File: src/design/bsbd_pkg.sv
package bsbd_pkg;

   // Field widths.
   localparam int OP_W     = 2;
   localparam int ADDR_W   = 16;
   localparam int DATA_W   = 8;
   localparam int CLK_W    = 8;
   localparam int TS_W     = 4;
   localparam int TARGET_W = 4;
   localparam int WAIT_W   = 8;
   localparam int BANK_W   = 2;

   // Bus operations.
   localparam logic [OP_W-1:0] OP_MEM_RD = 2'd0;
   localparam logic [OP_W-1:0] OP_MEM_WR = 2'd1;
   localparam logic [OP_W-1:0] OP_IO_WR  = 2'd2;
   localparam logic [OP_W-1:0] OP_IO_RD  = 2'd3;

   // Targets.
   localparam logic [TARGET_W-1:0] TGT_RAM    = 4'd0;
   localparam logic [TARGET_W-1:0] TGT_ROM    = 4'd1;
   localparam logic [TARGET_W-1:0] TGT_VRAM   = 4'd2;
   localparam logic [TARGET_W-1:0] TGT_DUMMY  = 4'd3;
   localparam logic [TARGET_W-1:0] TGT_PIO    = 4'd4;
   localparam logic [TARGET_W-1:0] TGT_TIMER  = 4'd5;
   localparam logic [TARGET_W-1:0] TGT_GATE0  = 4'd6;
   localparam logic [TARGET_W-1:0] TGT_STATUS = 4'd7;
   localparam logic [TARGET_W-1:0] TGT_PCG    = 4'd8;
   localparam logic [TARGET_W-1:0] TGT_NONE   = 4'd9;

   // Bank bit positions and reset value.
   localparam int BANK_LOW_BIT  = 0;
   localparam int BANK_HIGH_BIT = 1;
   localparam logic [BANK_W-1:0] BANK_RESET = 2'b11;

   // Bank switch ports (low address byte of an I/O write).
   localparam logic [7:0] PORT_LOW_OFF  = 8'he0;
   localparam logic [7:0] PORT_HIGH_OFF = 8'he1;
   localparam logic [7:0] PORT_LOW_ON   = 8'he2;
   localparam logic [7:0] PORT_HIGH_ON  = 8'he3;
   localparam logic [7:0] PORT_BOTH_ON  = 8'he4;

   // Memory map.
   localparam logic [ADDR_W-1:0] ROM_END    = 16'h1000;
   localparam logic [ADDR_W-1:0] VRAM_BASE  = 16'hd000;
   localparam logic [ADDR_W-1:0] VRAM_LAST  = 16'hdfff;
   localparam logic [ADDR_W-1:0] MMIO_BASE  = 16'he000;
   localparam logic [ADDR_W-1:0] MMIO_LAST  = 16'he00f;
   localparam logic [ADDR_W-1:0] PCG_BASE   = 16'he010;
   localparam logic [ADDR_W-1:0] PCG_LAST   = 16'he012;
   localparam logic [3:0]        SLOT_GATE  = 4'd8;

   // Read values.
   localparam logic [DATA_W-1:0] RD_FLOAT       = 8'hff;
   localparam logic [DATA_W-1:0] STATUS_FIXED   = 8'h7e;
   localparam logic [DATA_W-1:0] STATUS_NOBLANK = 8'h80;

   localparam logic [CLK_W-1:0] BLANK_START_RESET = 8'd160;
   localparam logic [WAIT_W-1:0] WAIT_MAX         = 8'hff;

   // One access as held in the input register.
   typedef struct packed {
      logic [OP_W-1:0]   operation;
      logic [ADDR_W-1:0] address;
      logic              hblank_flag;
      logic              tempo_flag;
      logic [CLK_W-1:0]  clocks_since_line;
      logic [TS_W-1:0]   cpu_tstates;
   } req_type;

   // One decode result.
   typedef struct packed {
      logic [TARGET_W-1:0] target;
      logic [ADDR_W-1:0]   offset;
      logic [DATA_W-1:0]   read_data;
      logic [WAIT_W-1:0]   wait_states;
   } rsp_type;

endpackage

File: src/design/bsbd_req_if.sv
interface bsbd_req_if;
   logic                         valid;
   logic                         ready;
   logic [bsbd_pkg::OP_W-1:0]    operation;
   logic [bsbd_pkg::ADDR_W-1:0]  address;
   logic [bsbd_pkg::DATA_W-1:0]  write_data;
   logic                         hblank_flag;
   logic                         tempo_flag;
   logic [bsbd_pkg::CLK_W-1:0]   clocks_since_line;
   logic [bsbd_pkg::TS_W-1:0]    cpu_tstates;

   modport source (
      output valid, operation, address, write_data, hblank_flag, tempo_flag,
             clocks_since_line, cpu_tstates,
      input  ready
   );

   modport sink (
      input  valid, operation, address, write_data, hblank_flag, tempo_flag,
             clocks_since_line, cpu_tstates,
      output ready
   );
endinterface

File: src/design/bsbd_rsp_if.sv
interface bsbd_rsp_if;
   logic                          valid;
   logic                          ready;
   logic [bsbd_pkg::TARGET_W-1:0] target;
   logic [bsbd_pkg::ADDR_W-1:0]   offset;
   logic [bsbd_pkg::DATA_W-1:0]   read_data;
   logic [bsbd_pkg::WAIT_W-1:0]   wait_states;

   modport source (
      output valid, target, offset, read_data, wait_states,
      input  ready
   );

   modport sink (
      input  valid, target, offset, read_data, wait_states,
      output ready
   );
endinterface

File: src/design/bsbd_decode.sv
// Address decode of one registered access and next value of the bank bits.
module bsbd_decode (
   input  bsbd_pkg::req_type                  req_i,
   input  logic [bsbd_pkg::BANK_W-1:0]        bank_i,
   input  logic [bsbd_pkg::CLK_W-1:0]         blank_start_i,
   output bsbd_pkg::rsp_type                  rsp_o,
   output logic [bsbd_pkg::BANK_W-1:0]        bank_o
);

   logic                         is_write;
   logic                         low_on;
   logic                         high_on;
   logic [bsbd_pkg::ADDR_W-1:0]  addr;
   logic [3:0]                   slot;
   logic [bsbd_pkg::CLK_W-1:0]   gap;
   logic [bsbd_pkg::CLK_W+1:0]   vram_wait;

   assign addr     = req_i.address;
   assign slot     = addr[3:0];
   assign is_write = (req_i.operation == bsbd_pkg::OP_MEM_WR);
   assign low_on   = bank_i[bsbd_pkg::BANK_LOW_BIT];
   assign high_on  = bank_i[bsbd_pkg::BANK_HIGH_BIT];

   // Video RAM stall: clocks left until blanking, plus the last cycle's t-states and two.
   assign gap       = blank_start_i - req_i.clocks_since_line;
   assign vram_wait = {2'b00, gap} + {6'd0, req_i.cpu_tstates} + 10'd2;

   always_comb begin
      rsp_o.target      = bsbd_pkg::TGT_RAM;
      rsp_o.offset      = addr;
      rsp_o.read_data   = '0;
      rsp_o.wait_states = '0;
      bank_o            = bank_i;

      case (req_i.operation)
         bsbd_pkg::OP_IO_WR: begin
            rsp_o.target = bsbd_pkg::TGT_NONE;
            rsp_o.offset = {8'd0, addr[7:0]};
            case (addr[7:0])
               bsbd_pkg::PORT_LOW_OFF:  bank_o[bsbd_pkg::BANK_LOW_BIT]  = 1'b0;
               bsbd_pkg::PORT_HIGH_OFF: bank_o[bsbd_pkg::BANK_HIGH_BIT] = 1'b0;
               bsbd_pkg::PORT_LOW_ON:   bank_o[bsbd_pkg::BANK_LOW_BIT]  = 1'b1;
               bsbd_pkg::PORT_HIGH_ON:  bank_o[bsbd_pkg::BANK_HIGH_BIT] = 1'b1;
               bsbd_pkg::PORT_BOTH_ON:  bank_o = bsbd_pkg::BANK_RESET;
               default:                 bank_o = bank_i;
            endcase
         end
         bsbd_pkg::OP_IO_RD: begin
            rsp_o.target    = bsbd_pkg::TGT_NONE;
            rsp_o.offset    = {8'd0, addr[7:0]};
            rsp_o.read_data = bsbd_pkg::RD_FLOAT;
         end
         default: begin
            // Memory access: boot ROM, video RAM, mapped I/O, then plain RAM.
            if (low_on && addr < bsbd_pkg::ROM_END) begin
               rsp_o.wait_states = 8'd1;
               rsp_o.target      = is_write ? bsbd_pkg::TGT_DUMMY : bsbd_pkg::TGT_ROM;
            end else if (high_on && addr >= bsbd_pkg::VRAM_BASE
                         && addr <= bsbd_pkg::VRAM_LAST) begin
               rsp_o.target = bsbd_pkg::TGT_VRAM;
               rsp_o.offset = addr - bsbd_pkg::VRAM_BASE;
               if (blank_start_i > req_i.clocks_since_line) begin
                  rsp_o.wait_states = (vram_wait[9:8] != 2'b00) ? bsbd_pkg::WAIT_MAX
                                                                : vram_wait[7:0];
               end
            end else if (high_on && addr >= bsbd_pkg::MMIO_BASE) begin
               if (addr <= bsbd_pkg::MMIO_LAST) begin
                  if (slot[3:2] == 2'b00) begin
                     rsp_o.target = bsbd_pkg::TGT_PIO;
                     rsp_o.offset = {14'd0, addr[1:0]};
                  end else if (slot[3:2] == 2'b01) begin
                     rsp_o.target = bsbd_pkg::TGT_TIMER;
                     rsp_o.offset = {14'd0, addr[1:0]};
                  end else if (slot == bsbd_pkg::SLOT_GATE) begin
                     rsp_o.offset = '0;
                     if (is_write) begin
                        rsp_o.target = bsbd_pkg::TGT_GATE0;
                     end else begin
                        rsp_o.target    = bsbd_pkg::TGT_STATUS;
                        rsp_o.read_data = bsbd_pkg::STATUS_FIXED
                                        | (req_i.hblank_flag ? 8'h00
                                                             : bsbd_pkg::STATUS_NOBLANK)
                                        | {7'd0, req_i.tempo_flag};
                     end
                  end else begin
                     rsp_o.target    = bsbd_pkg::TGT_DUMMY;
                     rsp_o.read_data = is_write ? 8'h00 : bsbd_pkg::RD_FLOAT;
                  end
               end else if (is_write && addr >= bsbd_pkg::PCG_BASE
                            && addr <= bsbd_pkg::PCG_LAST) begin
                  rsp_o.target = bsbd_pkg::TGT_PCG;
                  rsp_o.offset = addr - bsbd_pkg::PCG_BASE;
               end else begin
                  rsp_o.target    = bsbd_pkg::TGT_DUMMY;
                  rsp_o.read_data = is_write ? 8'h00 : bsbd_pkg::RD_FLOAT;
               end
            end
         end
      endcase
   end

endmodule

File: src/design/bank_switched_bus_decoder.sv
// Bank-switched bus decoder.
// The req_bus channel carries one CPU bus access per transfer (operation, address,
// write data and the display timing levels sampled for it). The rsp_bus channel
// returns one decode result per access: target, offset, read byte and wait count.
// csr_wr_en with csr_wr_data sets the clock at which display blanking starts;
// write it only while no access is in flight.
// An accepted access is captured in the input register, decoded from it and
// moved into the result register, which drives rsp_bus, once that register is
// free or drains; a stalled receiver can hold it in the input register.
// One access is accepted every cycle while the receiver keeps up; the single
// decode stage between the two registers sets that rate, and an access that
// switches banks affects the very next one.
// Reset clears both registers' valid flags, turns both monitor banks on and sets
// the blanking start clock to 160.
// When the receiver stalls, the result holds steady, the input register still
// takes one more access, and then req_bus.ready drops until the result is taken.
module bank_switched_bus_decoder (
   input  logic                         clock,
   input  logic                         reset,
   bsbd_req_if.sink                     req_bus,
   bsbd_rsp_if.source                   rsp_bus,
   input  logic                         csr_wr_en,
   input  logic [bsbd_pkg::CLK_W-1:0]   csr_wr_data
);

   bsbd_pkg::req_type                req_q_ff;
   logic                             req_vld_ff;
   bsbd_pkg::rsp_type                rsp_q_ff;
   bsbd_pkg::rsp_type                rsp_q_in;
   logic                             rsp_vld_ff;
   logic [bsbd_pkg::BANK_W-1:0]      bank_ff;
   logic [bsbd_pkg::BANK_W-1:0]      bank_in;
   logic [bsbd_pkg::CLK_W-1:0]       blank_ff;
   logic                             rsp_free;
   logic                             advance;
   logic                             req_take;

   // Pipeline flow: the decode stage moves when the result register is free or drains.
   assign rsp_free      = !rsp_vld_ff || rsp_bus.ready;
   assign advance       = req_vld_ff && rsp_free;
   assign req_bus.ready = !req_vld_ff || advance;
   assign req_take      = req_bus.valid && req_bus.ready;

   bsbd_decode u_decode (
      .req_i         (req_q_ff),
      .bank_i        (bank_ff),
      .blank_start_i (blank_ff),
      .rsp_o         (rsp_q_in),
      .bank_o        (bank_in)
   );

   // Control state.
   always_ff @(posedge clock) begin
      if (reset) begin
         req_vld_ff <= 1'b0;
         rsp_vld_ff <= 1'b0;
         bank_ff    <= bsbd_pkg::BANK_RESET;
         blank_ff   <= bsbd_pkg::BLANK_START_RESET;
      end else begin
         if (req_bus.ready) begin
            req_vld_ff <= req_bus.valid;
         end
         if (rsp_free) begin
            rsp_vld_ff <= req_vld_ff;
         end
         if (advance) begin
            bank_ff <= bank_in;
         end
         if (csr_wr_en) begin
            blank_ff <= csr_wr_data;
         end
      end
   end

   // Payload registers.
   always_ff @(posedge clock) begin
      if (req_take) begin
         req_q_ff.operation         <= req_bus.operation;
         req_q_ff.address           <= req_bus.address;
         req_q_ff.hblank_flag       <= req_bus.hblank_flag;
         req_q_ff.tempo_flag        <= req_bus.tempo_flag;
         req_q_ff.clocks_since_line <= req_bus.clocks_since_line;
         req_q_ff.cpu_tstates       <= req_bus.cpu_tstates;
      end
      if (advance) begin
         rsp_q_ff <= rsp_q_in;
      end
   end

   // Result channel.
   assign rsp_bus.valid       = rsp_vld_ff;
   assign rsp_bus.target      = rsp_q_ff.target;
   assign rsp_bus.offset      = rsp_q_ff.offset;
   assign rsp_bus.read_data   = rsp_q_ff.read_data;
   assign rsp_bus.wait_states = rsp_q_ff.wait_states;

endmodule

File: src/flat_wrapper.sv
// flat-port wrapper written by rule: the top's interface ports become plain ports
module bank_switched_bus_decoder_flat 
  (clock, reset, csr_wr_en, csr_wr_data, req_bus_valid, req_bus_operation, req_bus_address, req_bus_write_data, req_bus_hblank_flag, req_bus_tempo_flag, req_bus_clocks_since_line, req_bus_cpu_tstates, req_bus_ready, rsp_bus_valid, rsp_bus_target, rsp_bus_offset, rsp_bus_read_data, rsp_bus_wait_states, rsp_bus_ready);
  bsbd_req_if req_bus_i ();
  bsbd_rsp_if rsp_bus_i ();
  input  logic clock;
  input  logic reset;
  input  logic csr_wr_en;
  input  logic [bsbd_pkg::CLK_W-1:0] csr_wr_data;
  input wire logic [$bits(req_bus_i.valid)-1:0] req_bus_valid;
  input wire logic [$bits(req_bus_i.operation)-1:0] req_bus_operation;
  input wire logic [$bits(req_bus_i.address)-1:0] req_bus_address;
  input wire logic [$bits(req_bus_i.write_data)-1:0] req_bus_write_data;
  input wire logic [$bits(req_bus_i.hblank_flag)-1:0] req_bus_hblank_flag;
  input wire logic [$bits(req_bus_i.tempo_flag)-1:0] req_bus_tempo_flag;
  input wire logic [$bits(req_bus_i.clocks_since_line)-1:0] req_bus_clocks_since_line;
  input wire logic [$bits(req_bus_i.cpu_tstates)-1:0] req_bus_cpu_tstates;
  output wire logic [$bits(req_bus_i.ready)-1:0] req_bus_ready;
  output wire logic [$bits(rsp_bus_i.valid)-1:0] rsp_bus_valid;
  output wire logic [$bits(rsp_bus_i.target)-1:0] rsp_bus_target;
  output wire logic [$bits(rsp_bus_i.offset)-1:0] rsp_bus_offset;
  output wire logic [$bits(rsp_bus_i.read_data)-1:0] rsp_bus_read_data;
  output wire logic [$bits(rsp_bus_i.wait_states)-1:0] rsp_bus_wait_states;
  input wire logic [$bits(rsp_bus_i.ready)-1:0] rsp_bus_ready;
  assign req_bus_i.valid = req_bus_valid;
  assign req_bus_i.operation = req_bus_operation;
  assign req_bus_i.address = req_bus_address;
  assign req_bus_i.write_data = req_bus_write_data;
  assign req_bus_i.hblank_flag = req_bus_hblank_flag;
  assign req_bus_i.tempo_flag = req_bus_tempo_flag;
  assign req_bus_i.clocks_since_line = req_bus_clocks_since_line;
  assign req_bus_i.cpu_tstates = req_bus_cpu_tstates;
  assign req_bus_ready = req_bus_i.ready;
  assign rsp_bus_valid = rsp_bus_i.valid;
  assign rsp_bus_target = rsp_bus_i.target;
  assign rsp_bus_offset = rsp_bus_i.offset;
  assign rsp_bus_read_data = rsp_bus_i.read_data;
  assign rsp_bus_wait_states = rsp_bus_i.wait_states;
  assign rsp_bus_i.ready = rsp_bus_ready;
  bank_switched_bus_decoder u_core (.clock(clock), .reset(reset), .req_bus(req_bus_i), .rsp_bus(rsp_bus_i), .csr_wr_en(csr_wr_en), .csr_wr_data(csr_wr_data));
endmodule
File: config.mk
export PLATFORM = sky130hd
export DESIGN_NAME = bank_switched_bus_decoder_flat
export DESIGN_NICKNAME = d
export VERILOG_FILES = /design/src/design/bsbd_pkg.sv /design/src/design/bsbd_req_if.sv /design/src/design/bsbd_rsp_if.sv /design/src/design/bsbd_decode.sv /design/src/design/bank_switched_bus_decoder.sv /design/src/flat_wrapper.sv
export SDC_FILE = /design/constraint.sdc
export NUM_CORES = 1
export LEC_CHECK = 0
export BUFFER_PORTS_ARGS = -buffer_cell sky130_fd_sc_hd__buf_4
export CORE_UTILIZATION = 54
export CTS_CLUSTER_SIZE = 12
export DETAILED_ROUTE_END_ITERATION = 16
export GPL_TIMING_DRIVEN = 0
export PLACE_DENSITY_LB_ADDON = 0.05
export SYNTH_ARGS = -nofsm -noshare
export SYNTH_HDL_FRONTEND = slang
export SYNTH_SLANG_ARGS = --single-unit
File: constraint.sdc
create_clock -name clock -period 3.7 [get_ports clock]
set_clock_uncertainty 0.2 [all_clocks]
set_input_delay 0.74 -clock clock [delete_from_list [all_inputs] [get_ports clock]]
set_output_delay 0.74 -clock clock [all_outputs]
set_load 0.02 [all_outputs]
# Word level (Yosys, flattened, before mapping)
# Cells that the tools add are included.
# word_totals
regBits	80
latch_bits	0
ram_bits	0
mem_bits_ro	0
input_bits	53
out_inout_bits	38
elab_cells	94
mem_count	0
# op_classes
addsub	5
mul	0
n_div	0
n_lt_le_gt_ge	8
n_eq_ne	10
shift	0
n_mux	29
bitwise_logic	3
n_reduce_logical	22
# op_table
cell	n
$mux W8	10
$mux W28	2
$ge A16 B16 Y1 const B	3
$le A16 B16 Y1 const B	3
$eq A8 B8 Y1 const B	5
$mux W20	2
$mux W16	2
$sub A16 B16 Y16 const B	2
$mux W24	1
$mux W19	1
$lt A16 B13 Y1 const B	1
$pmux W8 S2	1
$add A9 B2 Y10 const B	1
$add A8 B4 Y9	1
$gt A8 B8 Y1	1
$logic_and A1 B1 Y1	8
$mux W4	2
$or A8 B1 Y8	1
$sub A8 B8 Y8	1
$reduce_and A3 Y1	2
$reduce_bool A2 Y1	3
$reduce_or A2 Y1	3
$reduce_or A5 Y1	1
$eq A2 B1 Y1 const B	2
10 further kinds	18

# Logic depth before layout (Yosys ltp)
# Gate-level depths: netlist of run 1.
# logic_depth
word_depth	11
depth_mapped	16
ltp_nobuf	16

# Hierarchy
# Synthesis of run 1 repeated with hierarchy kept, for this count alone.
# hier_totals
hier_cells	367
area_unflattened_um2	4182.8
# modules_own_cells
mod	n_inst	cells_each	area_per_inst_um2	seq_area_each_um2
bank_switched_bus_decoder	1	112	2493.6	2282.2
bsbd_decode	1	255	1689.1	0.0

# Worst setup path before layout of run 1
# Ideal clock, no wire load.
# synth_path
kind	register -> register
start	reg u_core.blank_ff[0] in the netlist's numbering
end	reg u_core.rsp_q_ff, in the netlist u_core.rsp_bus.wait_states[7] (data pin)
setup_time_ps	273
arrival_ps	2877
t_required_ps	3227
path_slack_ps	349
stages_incl_launch_ff	17
n_path_buf	0
synth_period_minus_slack_ps	3351
path_cell_list	dfxtp_1 > inv_1 > ha_1 > inv_1 > fa_1 > inv_1 > ha_1 > inv_1 > ha_1 > inv_1 > fa_1 > inv_1 > a21oi_1 > o21bai_1 > o311ai_0 > a2111oi_0 > a211oi_1
# synth_via
elab_chain_len	5
word_cells_on_any_way	8
cone_classes	3 x add/sub; 1 x order compare; 1 x mux; 1 x bitwise; 2 x reduce/logical
# synth_lines
item	line	rtl
start, declared	bank_switched_bus_decoder.sv:33	logic [bsbd_pkg::CLK_W-1:0] blank_ff;
start signal, assigned	bank_switched_bus_decoder.sv:58	blank_ff <= bsbd_pkg::BLANK_START_RESET;
start signal, assigned	bank_switched_bus_decoder.sv:70	blank_ff <= csr_wr_data;
$sub A8 B8 Y8	bsbd_decode.sv:25	assign gap = blank_start_i - req_i.clocks_since_line;
$add A8 B4 Y9	bsbd_decode.sv:26	assign vram_wait = {2'b00, gap} + {6'd0, req_i.cpu_tstates} + 10'd2;
$add A9 B2 Y10	bsbd_decode.sv:26	
$reduce_bool A2 Y1	bsbd_decode.sv:63	rsp_o.wait_states = (vram_wait[9:8] != 2'b00) ? bsbd_pkg::WAIT_MAX
$mux W8	bsbd_decode.sv:63	
end signal, assigned	bank_switched_bus_decoder.sv:86	rsp_q_ff <= rsp_q_in;
end, declared	bank_switched_bus_decoder.sv:28	bsbd_pkg::rsp_type rsp_q_ff;
# Several ways; a longest one is shown, not always the timed one.
# A chain may end at the register's enable or synchronous reset.

# Worst setup path in the final report of run 1
# Same ends and word-level chain as after synthesis.

==> impl_metrics.ini, run 1 <==
[clock_tree]
cts.htree.levels = 3
cts_buffers = 9
clk_pin_slew_ns = 0.08
cts_tree = done
cts_root_buf = clkbuf_8
insertion_delay_ns = 0.35
cts_buffer_depth = 2
cts_hold_repair.buffers = 0
clock-sinks = 75

[worst_setup_path]
required_ns = 3.70
cp-start-kind = register
reg2reg_from = u_core.blank_ff[0]
endpoint_kind = register
cp_max_fo = 2
crit_arrival_ns = 3.50
critPathKind = register to register
crit_path_start = u_core.blank_ff[0]

[logic_synthesis]
synth_area_per_cell_um2 = 11.5
seq_area_frac_synth = 0.531
ys_warn_count = 0
async_reset_ff_frac = 0
synth_cell_types = 62
ys.flop_type = edfxtp_1
netlist_instances = 350
synth_fp_nets = 430
synth_area_um2 = 4010
ys_ff_latch = 75
synth-edff-count = 63

[floorplanning]
start_util = 0.556
die_y_um = 88.2
io-pin-count = 91
die-area_um2 = 7780
chipWidth_um = 88.2
rows = 31
core_um2 = 7210

[timing]
fin_crit_sh = 0.947
fin_crit_ns = 3.50
rsz0062_at_grt = yes
worst_pin_slew_ns = 0.876
fmax_mhz = 285
setup_viol = 0
slew_headroom = 0.415
timing.final.ws_setup_ns = 0.196
hold_viol_final = 0
final_max_slew_viol_count = 0

[detailed_routing]
drt_iter0_drc = 134
post_drt_via_cell_ratio = 5.47
drtAntennaViolNets = 0
wl_per_cell_um = 15.7
dr.pass1.iters = 4
post-route-drc-count = 0
via_count = 2997
wl_um = 8620

[pwr]
peakVddDrop_mv = 0.291
power_uw = 2050
power_density_nw_per_um2 = 410
p_leak_uw = 0.00210

[run]
max_cap_violations = 0

[global_routing]
grt_max_degree = 33
grt_pass1_wl_um = 13200
grt_pass1_vias = 2720
antenna_found_initial = 0
track_usage = 0.232
overflow = 0

[placement]
port_buffers = 81
place_congestion = 0.826
post-place-ws_ns = -0.0175
post-dp-hpwl_um = 6500

[hold_path]
hold_path_startpoint = u_core.bank_ff[0]
hold_path.class = register to register

[cells_and_area]
drive_gt1_frac = 0.283
nFillCells = 566
final_net_count = 524
area_delta_synth_final_pct = 24.9
diodes = 0

[status]
outcome = completed
==> flip-flops by register name, indices dropped and copies added, names as in the netlist <==
| register | cells |
|---|---|
| u_core.req_q_ff | 32 |
| u_core.rsp_bus.offset | 16 |
| u_core.blank_ff | 8 |
| u_core.rsp_bus.wait_states | 8 |
| u_core.rsp_bus.target | 4 |
| u_core.rsp_bus.read_data | 3 |
| u_core.bank_ff | 2 |
| u_core.req_vld_ff | 1 |
| u_core.rsp_bus.valid | 1 |
==> routing by layer <==
metal,GRT usage,routed length [µm],up-vias
li1,-,-,1492
met1,0.335,4200,1385
met2,0.341,3780,109
met3,0.0471,505,11
met4,0.0924,127,0
met5,0,0,-
==> logic make-up (layout without fill, tap and decap cells) <==
| kind of cell | after synthesis | in the layout | share of synthesized area |
|---|---|---|---|
| xor gates and xnor gates | 4 | 4 | 0.00873 |
| buffers and inverters | 46 | 145 | 0.0490 |
| muxes | 6 | 6 | 0.0150 |
| and+or+nand+nor | 110 | 110 | 0.152 |
| DFF | 75 | 75 | 0.531 |
| adders and majority gates | 27 | 27 | 0.0879 |
| AOI/OAI and AO/OA | 82 | 82 | 0.156 |
==> cell usage in the layout (no fill, tap or decap), types with 8 or more instances in the layout <==
master	count
edfxtp_1	63
inv_1	30
buf_4	88
nand2_1	19
nor2_1	28
o21ai_0	8
nor2b_1	9
clkbuf_8	10
ha_1	25
dfxtp_1	12
a211o_1	9
a21oi_1	17
==> cells in the mapped netlist, types with 3 or more instances <==
cell / n / area [µm²]
and2_1: 6 / 37.5
inv_1: 30 / 113
or2_2: 4 / 25.0
nor3_1: 5 / 25.0
or3_1: 4 / 25.0
o31a_1: 3 / 26.3
o31ai_1: 3 / 22.5
mux2i_1: 6 / 60.1
a211o_1: 9 / 78.8
dfxtp_1: 12 / 240
nand3b_1: 3 / 22.5
buf_2: 4 / 20.0
o21ai_0: 8 / 40.0
clkbuf_1: 6 / 22.5
nand3_1: 4 / 20.0
xor2_1: 3 / 26.3
nor2_1: 28 / 105
edfxtp_1: 63 / 1890
nand2_1: 19 / 71.3
nand4_1: 7 / 43.8
a21o_1: 5 / 37.5
and3_1: 4 / 25.0
ha_1: 25 / 313
o21a_1: 6 / 45.0
a211oi_1: 6 / 45.0
buf_4: 5 / 37.5
a21oi_1: 17 / 85.1
nand2b_1: 4 / 25.0
nor2b_1: 10 / 62.6
==> worst max-delay path, cell delays in order, from the launching register on <==
cell and delay [ns]:
dfxtp_1 0.32, inv_1 0.05, ha_1 0.17, inv_1 0.07, fa_1 0.56, inv_1 0.06, ha_1 0.28, inv_1 0.06
ha_1 0.16, inv_1 0.07, fa_2 0.35, inv_1 0.06, a21oi_1 0.06, o21bai_1 0.22, o311ai_2 0.17, or2_4 0.27
a211oi_2 0.22
==> power breakdown <==
group	switching, µW	internal, µW	leakage, µW
Clock	302	371	0.000115
Sequential	29.6	965	0.000711
Combinational	212	174	0.00127
Total	543	1510	0.00210
==> worst paths after layout <==
check / to / slack (ns) / depth (start not counted)
worst min register to register: u_core.bank_ff[0] / 0.29 / 2
worst max-delay path: u_core.rsp_bus.wait_states[7] / 0.20 / 16
worst min-delay path: u_core.bank_ff[0] / 0.29 / 2
worst max register to register: u_core.rsp_bus.wait_states[7] / 0.20 / 16
==> final cells by class <==
| type | count | area [µm²] | share of cell area |
|---|---|---|---|
| tap | 99 | 124 | 0.0247 |
| clock inverter | 5 | 55.1 | 0.0110 |
| sequential | 75 | 2130 | 0.425 |
| inverter | 30 | 113 | 0.0225 |
| timing repair buffer | 83 | 623 | 0.124 |
| buffer | 16 | 83.8 | 0.0167 |
| multi-input combinational | 229 | 1720 | 0.343 |
| clock buffer | 11 | 163 | 0.0324 |
==> through the flow <==
stage | utilization | TNS, ns | hold WS, ns | instances | area [µm²]
after global routing | 0.695 | -0.0141 | 0.325 | 548 | 5010
after CTS | 0.689 | 0 | 0.296 | 546 | 4970
after detailed placement | 0.659 | -0.0175 | 0.277 | 530 | 4750
after global placement | 0.658 | 0 | 0.272 | 530 | 4740
after floorplan | - | 0 | 0.237 | 350 | 4010
final | 0.695 | 0 | 0.293 | 548 | 5010
==> timing repair <==
action,in CTS,in global routing
resized for setup,0,9
buffers inserted,0,2
endpoints found under the setup margin,1,3
pin swaps,1,2
No activity file was read; power rests on OpenSTA's default activity.
==> run 2, diff against run 1 <==
Settings changed: MAX_ROUTING_LAYER set to met4.
==> impl_metrics.ini, run 2 (synthesized netlist as in run 1, its figures left out) <==
[status]
outcome = completed

[cells_and_area]
final_net_count = 525
fin_util = 0.696
layout_commonest_cell = buf_4
regMostFlops = u_core.req_q_ff
largest_reg_flops = 32
final_area_um2 = 5020
diodes = 0
drive_gt1_frac = 0.278
area_delta_synth_final_pct = 25.1
nFillCells = 567
final_cell_mix = buf_4, edfxtp_1, inv_1

[floorplanning]
io-pin-count = 91
die-area_um2 = 7780
core_um2 = 7210
chipWidth_um = 88.2
die_y_um = 88.2
rows = 31
start_util = 0.556

[placement]
dpl_cell_area_um2 = 4750
post-dp-hpwl_um = 6370
port_buffers = 81
place_congestion = 0.873

[detailed_routing]
via_count = 3020
wl_per_cell_um = 15.6
drtAntennaViolNets = 0
post-route-drc-count = 0
post_drt_via_cell_ratio = 5.50
wl_um = 8570
dr.pass1.iters = 5
drt_iter0_drc = 165

[timing]
rsz0062_at_grt = no
fin_crit_sh = 0.930
fin_setup_tns_ns = 0
fmax_mhz = 291
slew_headroom = 0.406
hold_viol_final = 0
setup_viol = 0
fin_crit_ns = 3.44
worst_pin_slew_ns = 0.889
final_max_slew_viol_count = 0

[clock_tree]
clk_pin_slew_ns = 0.07
cts_tree = done
cts_buffer_depth = 2
cts_buffers = 9
clock-sinks = 75
cts_hold_repair.buffers = 0
cts.htree.levels = 3
insertion_delay_ns = 0.36
cts_root_buf = clkbuf_8

[global_routing]
grt_util_met1 = 0.339
antenna_found_initial = 0
busiest_layer = met1
track_usage = 0.238
grt_max_degree = 33
use_met2 = 0.334
grt_pass1_vias = 2698
grt_pass1_wl_um = 13200
overflow = 0
grt_use_met3 = 0.0424

[worst_setup_path]
endpoint_kind = register
critPathTopFamily = compound AO/OA/AOI/OAI gates
critPathMaxStageDelay_ns = 0.42
cp-start-kind = register
cp_cell_sequence = inv_1, ha_1, inv_1, fa_1, xor2_1, ha_1, ha_1, a21o_1, a21oi_1, o21bai_2, o311ai_1, a211o_1, a221oi_1
cp_max_fo = 5
r2r_slack_ns = 0.26
critPathKind = register to register
crit_arrival_ns = 3.40
reg2reg_from = u_core.blank_ff[0]
cpMostUsedCell = ha_1
crit_path_start = u_core.blank_ff[0]
endpoint = u_core.rsp_bus.wait_states[0]
r2r-end = u_core.rsp_bus.wait_states[0]
critPathSlowestCell = fa_1
critPathBufInv = 2
path_depth = 13
rr_worst_depth = 13
required_ns = 3.66

[hold_path]
hold_path.class = register to register
hold_path_startpoint = u_core.bank_ff[1]

[pwr]
p_leak_uw = 0.00210
power_density_nw_per_um2 = 406
peakVddDrop_mv = 0.308

[run]
max_cap_violations = 0
==> run 2: per-layer routing <==
| layer | up-vias | share of wire |
|---|---|---|
| li1 | 1488 | - |
| met1 | 1383 | 0.48 |
| met2 | 136 | 0.43 |
| met3 | 13 | 0.064 |
| met4 | 0 | 0.019 |
| met5 | - | 0 |
==> run 2: power breakdown <==
group	switching, µW	internal (µW)
logic	205	173
registers	30.0	965
clock network	296	369
total	531	1510
==> run 2: per-stage QoR <==
stage,hold WS [ns],power [µW],std cells,setup WS [ns]
4_1_cts,0.295,2020,546,0.0189
6_report,0.297,2040,549,0.259
3_3_place_gp,0.273,1360,530,0.0815
5_1_grt,0.322,2120,549,0.0269
3_5_place_dp,0.277,1370,530,0.0343
2_1_floorplan,0.237,1240,350,0.349
==> run 2: worst min-delay path by stage <==
| stage | end | slack (ns) | cells past startpoint |
|---|---|---|---|
| finish | u_core.bank_ff[1] | 0.30 | 1 |
| global route | u_core.bank_ff[1] | 0.32 | 1 |
| CTS | u_core.bank_ff[1] | 0.29 | 1 |
| detailed placement | u_core.bank_ff[1] | 0.28 | 1 |
| global placement | u_core.bank_ff[1] | 0.27 | 1 |
| floorplan | u_core.bank_ff[0] | 0.24 | 2 |
==> run 2: area by class of cell <==
cell class	instances	area [µm²]	share of cell area
buffer	16	83.8	0.0167
clock buffer	15	210	0.0419
clock inverter	1	8.76	0.00174
inverter	30	113	0.0224
multi-input combinational	229	1720	0.342
sequential	75	2130	0.425
tap	99	124	0.0247
timing repair buffer	84	631	0.126
==> run 2: what timing repair did <==
item	in CTS	in global routing
resized for setup	0	8
endpoints found under the setup margin	0	2
setup buffers	0	3
